==> src/aepr_pkg.sv <==
package aepr_pkg;

  localparam int unsigned DefaultMaxColumns = 4096;

  localparam logic [15:0] RstSetpoint        = 16'd600;
  localparam logic [15:0] RstTolerance       = 16'd50;
  localparam logic [15:0] RstGainQ8          = 16'd13;
  localparam logic [15:0] RstExposureLimit   = 16'd2048;
  localparam logic [11:0] RstWindowStart     = 12'd0;
  localparam logic [12:0] RstWindowLength    = 13'd1;
  localparam logic [3:0]  RstFlushFrames     = 4'd4;
  localparam logic [15:0] RstInitialExposure = 16'd0;

  typedef enum logic [2:0] {
    REG_SETPOINT         = 3'd0,
    REG_TOLERANCE        = 3'd1,
    REG_GAIN_Q8          = 3'd2,
    REG_EXPOSURE_LIMIT   = 3'd3,
    REG_WINDOW_START     = 3'd4,
    REG_WINDOW_LENGTH    = 3'd5,
    REG_FLUSH_FRAMES     = 3'd6,
    REG_INITIAL_EXPOSURE = 3'd7
  } cfg_idx_t;

  typedef enum logic [1:0] {
    ST_ADJUST  = 2'd0,
    ST_SETTLED = 2'd1,
    ST_LOW     = 2'd2,
    ST_HIGH    = 2'd3
  } status_t;

  typedef enum logic {
    OP_START = 1'b0,
    OP_PIXEL = 1'b1
  } op_t;

  typedef struct packed {
    logic [15:0] setpoint;
    logic [15:0] tolerance;
    logic [15:0] gain_q8;
    logic [15:0] exposure_limit;
    logic [11:0] window_start;
    logic [12:0] window_length;
    logic [3:0]  flush_frames;
    logic [15:0] initial_exposure;
  } cfg_t;

  typedef struct packed {
    logic signed [16:0] err;
    status_t            status;
    logic [15:0]        shown;
    logic               adjust;
  } eval_t;

endpackage

==> src/aepr_cfg_regs.sv <==
module aepr_cfg_regs (
  input  logic               clk,
  input  logic               rst_n,
  input  logic               wr_en,
  input  logic [2:0]         wr_index,
  input  logic [15:0]        wr_data,
  output aepr_pkg::cfg_t     cfg
);
  import aepr_pkg::*;

  cfg_t cfg_r;

  always_ff @(posedge clk) begin
    if (!rst_n) begin
      cfg_r.setpoint         <= RstSetpoint;
      cfg_r.tolerance        <= RstTolerance;
      cfg_r.gain_q8          <= RstGainQ8;
      cfg_r.exposure_limit   <= RstExposureLimit;
      cfg_r.window_start     <= RstWindowStart;
      cfg_r.window_length    <= RstWindowLength;
      cfg_r.flush_frames     <= RstFlushFrames;
      cfg_r.initial_exposure <= RstInitialExposure;
    end else if (wr_en) begin
      unique case (cfg_idx_t'(wr_index))
        REG_SETPOINT:         cfg_r.setpoint         <= wr_data;
        REG_TOLERANCE:        cfg_r.tolerance        <= wr_data;
        REG_GAIN_Q8:          cfg_r.gain_q8          <= wr_data;
        REG_EXPOSURE_LIMIT:   cfg_r.exposure_limit   <= wr_data;
        REG_WINDOW_START:     cfg_r.window_start     <= wr_data[11:0];
        REG_WINDOW_LENGTH:    cfg_r.window_length    <= wr_data[12:0];
        REG_FLUSH_FRAMES:     cfg_r.flush_frames     <= wr_data[3:0];
        REG_INITIAL_EXPOSURE: cfg_r.initial_exposure <= wr_data;
        default: ;
      endcase
    end
  end

  assign cfg = cfg_r;

endmodule

==> src/aepr_window.sv <==
module aepr_window #(
  parameter int unsigned MAX_COLUMNS = aepr_pkg::DefaultMaxColumns
) (
  input  logic [11:0] column,
  input  logic [15:0] pixel_value,
  input  logic [11:0] window_start,
  input  logic [12:0] window_length,
  input  logic [15:0] peak_in,
  output logic [15:0] peak_out
);
  localparam logic [16:0] ColLimit = 17'(MAX_COLUMNS);

  logic [13:0] win_end;
  logic        in_window;

  assign win_end   = 14'(window_start) + 14'(window_length);
  // Keep the larger of the running peak and an in-window pixel
  assign in_window = (17'(column) < ColLimit) && (column >= window_start) &&
                     (14'(column) < win_end);
  assign peak_out  = (in_window && (pixel_value > peak_in)) ? pixel_value : peak_in;

endmodule

==> src/aepr_eval.sv <==
module aepr_eval (
  input  aepr_pkg::cfg_t  cfg,
  input  logic [15:0]     cur_exposure,
  input  logic [15:0]     peak,
  output aepr_pkg::eval_t res
);
  import aepr_pkg::*;

  logic signed [16:0] err;
  logic [15:0]        mag;
  logic signed [33:0] prod;
  logic signed [33:0] num;
  logic signed [25:0] quo;
  logic signed [25:0] next_exp;
  logic               neg;
  logic               over_full;
  logic               above_limit;
  logic               out_of_tol;

  assign err  = $signed({1'b0, cfg.setpoint}) - $signed({1'b0, peak});
  assign mag  = err[16] ? 16'(-err) : err[15:0];
  assign out_of_tol = mag > cfg.tolerance;

  assign prod = $signed({18'd0, cfg.gain_q8}) * 34'(err);
  assign num  = $signed({10'd0, cur_exposure, 8'd0}) + prod;
  // Divide by 256 truncating toward zero
  assign quo  = 26'(num >>> 8);
  assign next_exp = quo + 26'((num[33] && (num[7:0] != 8'd0)) ? 1 : 0);

  assign neg         = next_exp[25];
  assign over_full   = !neg && (next_exp[24:16] != 9'd0);
  assign above_limit = !neg && (over_full || (next_exp[15:0] > cfg.exposure_limit));

  always_comb begin
    res.err    = err;
    res.adjust = 1'b0;
    if (out_of_tol) begin
      if (neg) begin
        res.status = ST_LOW;
        res.shown  = 16'd0;
      end else begin
        res.shown  = over_full ? 16'hFFFF : next_exp[15:0];
        res.status = above_limit ? ST_HIGH : ST_ADJUST;
        res.adjust = !above_limit;
      end
    end else begin
      res.shown  = cur_exposure;
      res.status = (cur_exposure > cfg.exposure_limit) ? ST_HIGH : ST_SETTLED;
    end
  end

endmodule

==> src/auto_exposure_peak_regulator_core.sv <==
// Channel  | ports                  | tdata / tuser / tlast contents
// ---------+------------------------+---------------------------------------------
// in_      | tvalid tready tdata    | tdata: pixel_value[15:0] column[27:16]
//          | tuser tlast            | tuser: op (0 start, 1 pixel); tlast: frame_end
// out_     | tvalid tready tdata    | tdata: exposure[15:0] status[17:16]
//          |                        |        peak[33:18] error[50:34]
// cfg_     | valid ready index data | index 0..7, data[15:0] (narrow regs use LSBs)
//
// One transaction per cycle sustained unless the result channel stalls; each item is
// registered on input, then peak/error/exposure logic loads the result register.
// The multiply-add of the exposure update sets the critical path.
// Reset (rst_n low, synchronous) loads register defaults and returns to idle.
// A stalled result holds the pipe only while the input register is full.
// cfg_ready is always high; writes are expected while the block is idle.
module auto_exposure_peak_regulator_core #(
  parameter int unsigned MAX_COLUMNS = aepr_pkg::DefaultMaxColumns
) (
  input  logic        clk,
  input  logic        rst_n,
  input  logic        in_tvalid,
  output logic        in_tready,
  input  logic [31:0] in_tdata,   // pixel_value[15:0], column[27:16], zero pad
  input  logic        in_tuser,   // op[0]
  input  logic        in_tlast,
  output logic        out_tvalid,
  input  logic        out_tready,
  output logic [55:0] out_tdata,  // exposure[15:0], status[17:16], peak[33:18],
                                  // error[50:34], zero pad
  input  logic        cfg_valid,
  output logic        cfg_ready,
  input  logic [2:0]  cfg_index,
  input  logic [15:0] cfg_data
);
  import aepr_pkg::*;

  typedef enum logic [1:0] {
    PH_IDLE    = 2'd0,
    PH_DISCARD = 2'd1,
    PH_MEASURE = 2'd2
  } phase_t;

  cfg_t  cfg;
  eval_t ev;

  // input register
  logic        in_valid_r;
  logic        op_r;
  logic [15:0] pix_r;
  logic [11:0] col_r;
  logic        last_r;

  // regulation state
  phase_t      phase_r, phase_nxt;
  logic [15:0] cur_exp_r, cur_exp_nxt;
  logic [15:0] peak_r, peak_nxt;
  logic [3:0]  discard_r, discard_nxt;

  // result register
  logic        out_valid_r;
  logic [15:0] res_exp_r, res_exp_nxt;
  status_t     res_st_r, res_st_nxt;
  logic [15:0] res_peak_r, res_peak_nxt;
  logic [16:0] res_err_r, res_err_nxt;
  logic        has_res;

  logic        go;
  logic [15:0] peak_upd;
  logic [3:0]  discard_dec;

  assign cfg_ready = 1'b1;

  aepr_cfg_regs u_cfg (
    .clk      (clk),
    .rst_n    (rst_n),
    .wr_en    (cfg_valid),
    .wr_index (cfg_index),
    .wr_data  (cfg_data),
    .cfg      (cfg)
  );

  aepr_window #(.MAX_COLUMNS(MAX_COLUMNS)) u_window (
    .column        (col_r),
    .pixel_value   (pix_r),
    .window_start  (cfg.window_start),
    .window_length (cfg.window_length),
    .peak_in       (peak_r),
    .peak_out      (peak_upd)
  );

  aepr_eval u_eval (
    .cfg          (cfg),
    .cur_exposure (cur_exp_r),
    .peak         (peak_upd),
    .res          (ev)
  );

  // Advance the held item whenever the result register is free or draining
  assign go        = in_valid_r && (!out_valid_r || out_tready);
  assign in_tready = !in_valid_r || go;
  assign discard_dec = discard_r - 4'd1;

  always_comb begin
    phase_nxt    = phase_r;
    cur_exp_nxt  = cur_exp_r;
    peak_nxt     = peak_r;
    discard_nxt  = discard_r;
    has_res      = 1'b0;
    res_exp_nxt  = ev.shown;
    res_st_nxt   = ev.status;
    res_peak_nxt = peak_upd;
    res_err_nxt  = ev.err;

    if (op_t'(op_r) == OP_START) begin
      cur_exp_nxt = cfg.initial_exposure;
      if (cfg.setpoint <= cfg.tolerance) begin
        // Already within tolerance: report right away, settled or high against the limit
        has_res      = 1'b1;
        phase_nxt    = PH_IDLE;
        peak_nxt     = 16'd0;
        discard_nxt  = 4'd0;
        res_exp_nxt  = cfg.initial_exposure;
        res_st_nxt   = (cfg.initial_exposure > cfg.exposure_limit) ? ST_HIGH : ST_SETTLED;
        res_peak_nxt = 16'd0;
        res_err_nxt  = {1'b0, cfg.setpoint};
      end else begin
        peak_nxt    = 16'd0;
        discard_nxt = cfg.flush_frames;
        phase_nxt   = (cfg.flush_frames != 4'd0) ? PH_DISCARD : PH_MEASURE;
      end
    end else begin
      unique case (phase_r)
        PH_DISCARD: begin
          if (last_r) begin
            discard_nxt = discard_dec;
            if (discard_dec == 4'd0) phase_nxt = PH_MEASURE;
          end
        end
        PH_MEASURE: begin
          peak_nxt = peak_upd;
          if (last_r) begin
            has_res     = 1'b1;
            cur_exp_nxt = ev.shown;
            if (ev.adjust) begin
              // New setting: start another flush round
              peak_nxt    = 16'd0;
              discard_nxt = cfg.flush_frames;
              phase_nxt   = (cfg.flush_frames != 4'd0) ? PH_DISCARD : PH_MEASURE;
            end else begin
              phase_nxt   = PH_IDLE;
              peak_nxt    = 16'd0;
              discard_nxt = 4'd0;
            end
          end
        end
        default: ;  // idle: drop pixels
      endcase
    end
  end

  always_ff @(posedge clk) begin
    if (!rst_n) begin
      in_valid_r  <= 1'b0;
      out_valid_r <= 1'b0;
      phase_r     <= PH_IDLE;
      cur_exp_r   <= 16'd0;
      peak_r      <= 16'd0;
      discard_r   <= 4'd0;
    end else begin
      if (in_tready) begin
        in_valid_r <= in_tvalid;
      end
      if (go) begin
        phase_r   <= phase_nxt;
        cur_exp_r <= cur_exp_nxt;
        peak_r    <= peak_nxt;
        discard_r <= discard_nxt;
      end
      if (go && has_res) begin
        out_valid_r <= 1'b1;
      end else if (out_tready) begin
        out_valid_r <= 1'b0;
      end
    end
  end

  // Payload registers: hold until the next load
  always_ff @(posedge clk) begin
    if (in_tready && in_tvalid) begin
      op_r   <= in_tuser;
      pix_r  <= in_tdata[15:0];
      col_r  <= in_tdata[27:16];
      last_r <= in_tlast;
    end
    if (go && has_res) begin
      res_exp_r  <= res_exp_nxt;
      res_st_r   <= res_st_nxt;
      res_peak_r <= res_peak_nxt;
      res_err_r  <= res_err_nxt;
    end
  end

  assign out_tvalid = out_valid_r;
  assign out_tdata  = {5'd0, res_err_r, res_peak_r, res_st_r, res_exp_r};

`ifndef SYNTH
  // Idle leaves no stale peak or flush count behind
  a_idle_clean: assert property (@(posedge clk) disable iff (!rst_n)
    phase_r == PH_IDLE |-> peak_r == 16'd0 && discard_r == 4'd0)
    else $error("idle with leftover peak or flush count");

  // A flush round always has frames left to drop
  a_discard_count: assert property (@(posedge clk) disable iff (!rst_n)
    phase_r == PH_DISCARD |-> discard_r != 4'd0)
    else $error("discard phase with zero frames left");

  // An adjusting result keeps regulation running
  a_adjust_busy: assert property (@(posedge clk) disable iff (!rst_n)
    go && has_res && res_st_nxt == ST_ADJUST |=> phase_r != PH_IDLE)
    else $error("adjusting result but regulation stopped");

  // Too-low outcome always reports zero exposure
  a_low_zero: assert property (@(posedge clk) disable iff (!rst_n)
    out_valid_r && res_st_r == ST_LOW |-> res_exp_r == 16'd0)
    else $error("too-low result with nonzero exposure");
`endif

endmodule

==> config.mk <==
export PLATFORM = sky130hd
export DESIGN_NAME = auto_exposure_peak_regulator_core
export DESIGN_NICKNAME = d
export VERILOG_FILES = /design/src/aepr_pkg.sv /design/src/aepr_cfg_regs.sv /design/src/aepr_window.sv /design/src/aepr_eval.sv /design/src/auto_exposure_peak_regulator_core.sv
export SDC_FILE = /design/constraint.sdc
export NUM_CORES = 1
export LEC_CHECK = 0
export BUFFER_PORTS_ARGS = -buffer_cell sky130_fd_sc_hd__buf_2
export CAP_MARGIN = 0
export CORE_ASPECT_RATIO = 1.2
export CORE_UTILIZATION = 40
export CTS_CLUSTER_DIAMETER = 80
export DETAILED_ROUTE_END_ITERATION = 6
export HOLD_SLACK_MARGIN = 0.08
export SYNTH_ARGS = -nofsm -noshare
export SYNTH_HDL_FRONTEND = slang
export SYNTH_SLANG_ARGS = --single-unit
==> constraint.sdc <==
create_clock -name clk -period 43.4 [get_ports clk]
set_clock_uncertainty 0.05 [all_clocks]
set_input_delay 8.68 -clock clk [delete_from_list [all_inputs] [get_ports clk]]
set_output_delay 8.68 -clock clk [all_outputs]
set_load 0.01 [all_outputs]
==> impl_metrics.json <==
{
  "vias_per_cell": 5.401,
  "setup_viol": 0,
  "core_area_sq_um": 58740,
  "synthTopCellsByCount": "nand2_1, inv_1, ha_1, fa_1, a21oi_1",
  "grt_pass1_wl_mm": 109.3,
  "fin_crit_sh_pct": 41.35,
  "place_ws_ns": 25.46,
  "die-area_sq_um": 60780,
  "finalInstanceArea_sq_um": 25990,
  "leakagePower_nw": 11.63,
  "cp.required_ns": 34.67,
  "via_count": 19220,
  "grt_setup_unrepaired": "no",
  "ioPinCount": 117,
  "synth_top_cell_area_share_pct": 19.00,
  "power_density_nw_per_um2": 66.00,
  "worst_setup_path_end_kind": "output pin",
  "drtIter0Drc": 1091,
  "worstMarginPinSlew_ns": 1.289,
  "arrival_ns": 9.22,
  "r2r_cells": 69,
  "ctsHoldBuffers": 0,
  "final_hold_viol_count": 0,
  "crit_slowest_cell": "nor2b_1",
  "cts_root_buf": "clkbuf_16",
  "clk_latency_ns": 0.55,
  "yosysSeqAreaShare_pct": 22.64,
  "gr-total-overflow": 0,
  "fin_crit_ns": 17.95,
  "clkTransAtPathRegs_ns": 0.07,
  "area_growth_syn_to_layout_pct": 8.642,
  "dieHeight_um": 269.9,
  "synth_seq_cells": 230,
  "startpoint": "out_tready",
  "timing.critical_path.mode_cell": "buf_2",
  "cp.depth": 4,
  "crit_fanout": 4,
  "ant_nets": 0,
  "synth_most_common_cell": "nand2_1",
  "ys_top_cells_by_area": "fa_1, ha_1, dfxtp_1",
  "syn_inst": 2712,
  "dr.pass1.iters": 5,
  "synth_ff_type": "dfxtp_1",
  "hp-class": "flop to flop",
  "cts_buffer_depth": 3,
  "synth.largest_area_cell": "fa_1",
  "crit_chain": "buf_2, nor2b_1, nand2_1, buf_2",
  "cts_tree": "built",
  "irDropWorstVdd_mv": 0.05623,
  "rows": 97,
  "slew_headroom_pct": 13.74,
  "synth_edf_count": 81,
  "final_nets": 3322,
  "worstHoldStart": "u_cfg.cfg[89]",
  "track_usage_pct": 22.67,
  "die_w_um": 225.2,
  "postPlaceCellArea_sq_um": 25240,
  "post_cts.repair.setup_buffers": 0,
  "maxCapViolations": 0,
  "drc": 0,
  "synth.avg_cell_area_sq_um": 8.820,
  "slowest_delay_ns": 0.20,
  "cts_made_buffers": 23,
  "async_flop_share_pct": 0,
  "hold_path_depth": 2,
  "drive_gt1_share_pct": 8.571,
  "grt_max_degree": 71,
  "tns_ns": 0,
  "netlist_area_sq_um": 23920,
  "initial_core_util_pct": 40.72,
  "ctsResizeCount": 0,
  "clock-sinks": 230,
  "whs_ns": 0.4062,
  "io_buffers": 106,
  "ys_types": 85,
  "wirelength_mm": 67.70,
  "finalWorstSetupSlack_ns": 25.45,
  "n_fill_cell": 5786,
  "r2r_start": "u_cfg.cfg[20]",
  "path_class": "input port to output pin",
  "outcome": "finished clean",
  "fmax_mhz": 55.72,
  "yosys_warnings": 0,
  "startpoint_type": "input port",
  "htree_levels": 1,
  "wl_per_cell_um": 19.02,
  "path_buf_inv": 2,
  "antenna_found_initial": 3,
  "grt_pass1_vias": 20010,
  "crit_family": "simple AND/OR/NAND/NOR gates",
  "dp_hpwl_mm": 52.38,
  "place.gp.congestion": 0.9336,
  "slew_viol_final": 0
}
-- registers in the layout (all words and copies together), names as in the netlist, 4 cells and up --
| name | cells |
|---|---|
| cur_exp_r | 16 |
| res_err_r | 17 |
| col_r | 12 |
| res_exp_r | 16 |
| res_peak_r | 16 |
| u_cfg.cfg | 109 |
| discard_r | 4 |
| pix_r | 16 |
| peak_r | 16 |
-- cells in the final DEF, fill, tap and decap left out, types with 17 or more instances in the layout --
master,synthesis,routed
a21o_1,48,48
a21oi_1,183,183
a22o_1,17,17
and2_1,83,83
buf_2,6,106
buf_4,7,34
clkbuf_16,0,23
dfxtp_1,149,149
edfxtp_1,81,81
fa_1,227,227
ha_1,288,288
inv_1,364,364
mux2i_1,23,23
nand2_1,432,432
nand2b_1,36,36
nand3_1,40,40
nand4_1,27,27
nor2_1,92,91
nor2b_1,56,56
nor3_1,28,27
o21a_1,31,31
o21ai_0,61,60
o22ai_1,18,18
xnor2_1,46,43
xor2_1,26,26
-- stage by stage --
step / utilization (%) / power (mW) / cells
floorplan: - / 1.177 / 2716
global placement: 42.97 / 1.484 / 3516
detailed placement: 42.97 / 1.505 / 3516
CTS: 44.23 / 1.722 / 3557
global route: 44.23 / 1.877 / 3558
finish: 44.24 / 1.715 / 3559
-- cell type report --
| type | count | area, sq um | area share, % |
|---|---|---|---|
| diodes | 2 | 5.005 | 0.01926 |
| clock buffers | 28 | 604.3 | 2.326 |
| clock inverters | 13 | 135.1 | 0.5200 |
| flip-flops and latches | 230 | 5415 | 20.84 |
| inverters | 365 | 1371 | 5.277 |
| well taps | 792 | 991.0 | 3.813 |
| multi-input cells | 1989 | 16680 | 64.18 |
| repair buffers | 140 | 785.8 | 3.024 |
-- worst paths after layout --
kind	to	slack, ns
max	in_tready	25.45
min	u_cfg.cfg[89]	0.41
max reg2reg	discard_r[2]	25.91
min reg2reg	u_cfg.cfg[89]	0.41
-- metal layers --
layer,routed length [um],GRT usage (%)
met1,27130,26.93
met2,35080,41.57
met3,2639,1.969
met4,2855,9.130
met5,0,0
-- kinds of logic (layout without fill, tap and decap cells) --
group                    Yosys count  count (layout)  share of synthesized area [%]
multiplexers                      38              38                          1.669
buffers and inverters            497             546                          8.003
AO/OA/AOI/OAI                    484             484                          13.38
other                              2               8                        0.03140
adder cells (fa/ha/maj)          515             515                          34.06
AND/OR/NAND/NOR                  872             872                          17.39
XOR/XNOR                          74              74                          2.820
flip-flops                       230             230                          22.64
-- worst min-delay path, cell delays in order, from the launching register on --
cell	delay, ns
dfxtp_1	0.31
nand2_1	0.05
a21oi_1	0.05
-- report_power, final --
group / total [mW] / switching [mW] / leakage [nW] / internal, mW
logic: 1.26 / 0.782 / 9.33 / 0.482
clock network: 0.203 / 0.0914 / 0.350 / 0.112
registers: 0.247 / 0.00911 / 1.95 / 0.238
total: 1.71 / 0.883 / 11.6 / 0.832
Note: power is estimated with default switching activity, not from simulation.
